$ cat config.mk
export PLATFORM = sky130hd
export DESIGN_NAME = hdcvt_lane_update
export DESIGN_NICKNAME = d
export VERILOG_FILES = /design/src/rtl/hdcvt_lane_update.sv
export SDC_FILE = /design/constraint.sdc
export NUM_CORES = 2
export LEC_CHECK = 0
export BUFFER_PORTS_ARGS = -buffer_cell sky130_fd_sc_hd__buf_2
export CAP_MARGIN = 5
export CORE_AREA = 2 2 430 432
export DETAILED_ROUTE_END_ITERATION = 8
export DIE_AREA = 0 0 432 434
export PLACE_DENSITY = 0.34
export RECOVER_POWER = 100
export SETUP_SLACK_MARGIN = 0.02
export SYNTH_ARGS = -nofsm -noshare
export SYNTH_HDL_FRONTEND = slang
export SYNTH_SLANG_ARGS = --single-unit
$ cat constraint.sdc
create_clock -name vclk -period 3.5
set_input_delay 0.35 -clock vclk [all_inputs]
set_output_delay 0.35 -clock vclk [all_outputs]
set_load 0.005 [all_outputs]
$ cat src/rtl/hdcvt_lane_update.sv
// ============================================================================
// hdcvt_lane_update: per-lane counter update and binarization
// Adds each input bit to its lane counter with saturation and compares the
// new count against the majority threshold.
// ============================================================================
module hdcvt_lane_update #(
   parameter int LANES         = 32,
   parameter int COUNTER_WIDTH = 16
) (
   input  logic [LANES*COUNTER_WIDTH-1:0] rd_row,
   input  logic [LANES-1:0]               lane_bits,
   input  logic [COUNTER_WIDTH-1:0]       threshold,
   output logic [LANES*COUNTER_WIDTH-1:0] wr_row,
   output logic [LANES-1:0]               lane_class
);

   localparam logic [COUNTER_WIDTH-1:0] SAT_MAX = '1;

   for (genvar i = 0; i < LANES; i++) begin : g_lane
      logic [COUNTER_WIDTH-1:0] cnt_old;
      logic [COUNTER_WIDTH-1:0] cnt_new;

      assign cnt_old = rd_row[i*COUNTER_WIDTH +: COUNTER_WIDTH];

      always_comb begin
         cnt_new = cnt_old;
         if (lane_bits[i] && (cnt_old != SAT_MAX)) begin
            cnt_new = cnt_old + COUNTER_WIDTH'(1);
         end
      end

      assign wr_row[i*COUNTER_WIDTH +: COUNTER_WIDTH] = cnt_new;
      assign lane_class[i] = (cnt_new > threshold);
   end

endmodule

Yosys cells after proc, flatten, opt, wreduce, memory -nomap -nowiden
Index checks and enable logic that the tools add are counted.
- register bits: 0
- input bits: 560
- output and inout port bits: 544
- word-level logic and storage cells: 160
- $add $sub $neg: 32
- magnitude comparators: 32
- equality and inequality tests: 32
- multiplexer cells: 32
- reductions and logical operators: 32
- operator list (operator ; count):
    $add 16x1->16 const B ; 32
    $gt 16x16->1 ; 32
    $mux 16 ; 32
    $ne 16x16->1 const B ; 32
    $logic_and 1x1->1 ; 32

Logic depth before layout (Yosys ltp)
- word-level depth: 4
- depth in mapped cells: 13
- gate-level depth less buffers: 12

Worst setup path after synthesis
No wires, ideal clock.
- kind: input to output
- start: input rd_row[464]
- end: output lane_class[29]
- arrival: 2.696 ns
- setup slack: 0.454 ns
- stages on the path: 11
- buffers on the path: 0
- cells stage by stage: ha_1 -> nand4_2 -> o41ai_4 -> nor4_1 -> xor2_1 -> ha_1 -> nand4_1 -> nor4_1 -> a21boi_0 -> nor4_1 -> a21oi_1
- longest elaborated chain between the ends: 4
- ends and longest elaborated chain (what ; line ; text):
    from (decl) ; 10 ; input logic [LANES*COUNTER_WIDTH-1:0] rd_row,
    branches (longest 2 deep; another with $add 16x1->16) ; -- ;
    $mux 16 * ; 27 ; if (lane_bits[i] && (cnt_old != SAT_MAX)) begin
    net wr_row[473] ; 13 ; output logic [LANES*COUNTER_WIDTH-1:0] wr_row,
    $gt 16x16->1 * ; 33 ; assign lane_class[i] = (cnt_new > threshold);
    to (decl) ; 14 ; output logic [LANES-1:0] lane_class
Mark *: on every way through the listed nets, which the timed path passes.

Worst setup path in the final report
- start: input rd_row[323]
- end: output lane_class[20]
- longest elaborated chain between the ends: 4
- ends and longest elaborated chain (what ; line):
    branches (longest 2 deep; another with $add 16x1->16) ; --
    $mux 16 * ; 27
    $gt 16x16->1 * ; 33
Every way passes the cells marked *.

==> out/qor.csv <==
metric;value;unit
antenna_found_initial;68;
power.density;124.5;nW/um^2
worstMarginPinSlew;610.6;ps
place_congestion;1.005;
wl_per_cell;25.47;um
path_buf_inv;3;
hp-start;rd_row[352];
yosysWarnings;0;
ios;1104;
grtUsageTotal;17.91;%
path_cells;buf_8, and4_4, nand3_4, a311o_1, buf_6, xnor2_4, ha_1, nand4_1, nor4_4, a21oi_2, a22oi_2, buf_2;
post-route-period-util;98.52;%
num_rows;157;
end_kind;output pin;
cp_data_arrival_time;3100;ps
worst_hold_slack;1029;ps
ir_drop;0.04573;mV
dpl-instance-area;33790;sq um
path_class;in2out;
min_to;wr_row[352];
outcome;complete, no violations;
synth.avg_cell_area;7.152;sq um
synth_top_family_by_area;simple AND/OR/NAND/NOR gates;
yosys.area_share.simple;31.61;%
grt_pass1_vias;29670;
hold_class;in2out;
crit_path_start;rd_row[323];
critPathLaunchType;primary input;
worstPathRequired;3150;ps
fin_crit;3448;ps
utilization;19.40;%
synth_top_area_share;31.51;%
tns;0;ps
ys_types;70;
area_growth_syn_to_layout;63.95;%
setup_viol;0;
synth_area;21600;sq um
die-area;187500;sq um
antenna_left;0;
syn_inst;3020;
dr.first_iter.drc_count;1486;
cts_hold_buf;0;
coreArea;182500;sq um
cellLeakagePower;0.01670;uW
die_y;434;um
max_freq;290.0;MHz
synth-xor-area-share;17.59;%
finalMaxSlewViolations;0;
synth.area.mux_share;2.126;%
drive_gt1_share;38.70;%
design_area;35410;sq um
pre_cts_slack;-970.2;ps
maxCapViolCount;0;
syn_nets;4124;
max_slew_margin;59.47;%
drc;0;
grt_max_degree;22;
grt_pass1_wl;237300;um
setup_ws;51.94;ps
yosys.area.top_type;ha_1;
overflow;0;
num_vias;30640;
ys_seq_area_share;0;%
synth.most_common_cell;ha_1;
clock_buffer_count;0;
crit_fanout;4;
rsz0062_at_grt;yes;
hold_depth;3;
dr.pass1.iters;5;
cp_slowest_stage_delay;420;ps
dp_hpwl;160400;um
vias_per_cell;4.340;
die_w;432;um
path_delay_family;simple AND/OR/NAND/NOR gates;
synth_compound_area_share;15.01;%
synth_adder_area_share;31.51;%
fin_nets;5749;
port_buffers;1104;
yosys-top-cells-area;ha_1, xnor2_1, xor2_1, a21oi_1, nand2_1;
numSequentialCells;0;
ys_top_cells_by_count;ha_1, nand2_1, a21oi_1;
floorplan.initialDensity;11.84;%
finalHoldViolations;0;
wl;179800;um
cp_slowest_cell;a22oi_2;
register_area;0;sq um
## timing repair
item / CTS / global route
resized for setup: 57 / 193
setup endpoints to repair: 12 / 31
pin swaps: 27 / 117
setup buffers: 11 / 52
cloned: 0 / 0
## cells in the final DEF, fill, tap and decap left out, drive strengths merged, types with 8 or more instances in the layout
cell type  Yosys  layout
a31oi         13      13
nand4        194     194
clkbuf         3      92
and2          17      17
nor3          87      87
xnor2        241     241
xor2         191     191
o21ai         73      73
ha           544     544
nor2         222     222
nand2b         8       8
buf            9    1543
o21a           9       9
a22oi         29      29
nor4          64      64
a21oi        295     295
mux2          39      39
or3            8       8
clkinv         0      10
and3          71      71
diode          0      32
a221oi        29      29
nand2        345     345
nand3        259     259
a21o          32      32
nor3b          9       9
and4          45      45
inv          109      99
o211ai         9       9
## report_power, final
group          switching [uW]  internal (uW)
Sequential                  0              0
Clock                       0        0.00125
Combinational            2610           1790
## metrics by stage
step / instances / power (uW)
CTS: 6976 / 4363
detailed placement: 6966 / 4302
global route: 7045 / 4874
floorplan: 3020 / 1746
global placement: 6966 / 4278
finish: 7060 / 4408
## worst max-delay path by stage
stage,slack [ps],cells past startpoint,endpoint
global placement,-1040,12,lane_class[20]
detailed placement,-970,13,lane_class[20]
global route,-120,14,lane_class[25]
CTS,-130,12,lane_class[20]
finish,50,12,lane_class[20]
floorplan,450,11,lane_class[29]
## logic make-up after synthesis
| logic type | Yosys count |
|---|---|
| fa+ha+maj | 544 |
| xor+xnor | 432 |
| buf+inv | 121 |
| compound gates | 533 |
| mux | 41 |
| simple gates | 1349 |
## tightest hold or removal path, delay by kind of cell
kind	cells	cell delay [ps]
buf+inv	2	250
xor+xnor	1	80
## metal layers
layer	up-vias	wire, um	global-route usage, %
met1	14780	70630	20.68
met2	927	92890	33.83
met5	-	182	0
li1	14700	-	-
met4	28	5243	3.485
met3	202	10860	3.530
## cell type report
cell class | instances | area, sq um
fill | 20990 | 147100
multi-input combinational | 2899 | 22250
timing repair buffer | 1635 | 9663
inverter | 109 | 434.2
antenna | 32 | 80.08
tap | 2385 | 2984
Note: power is estimated with default switching activity, not from simulation.
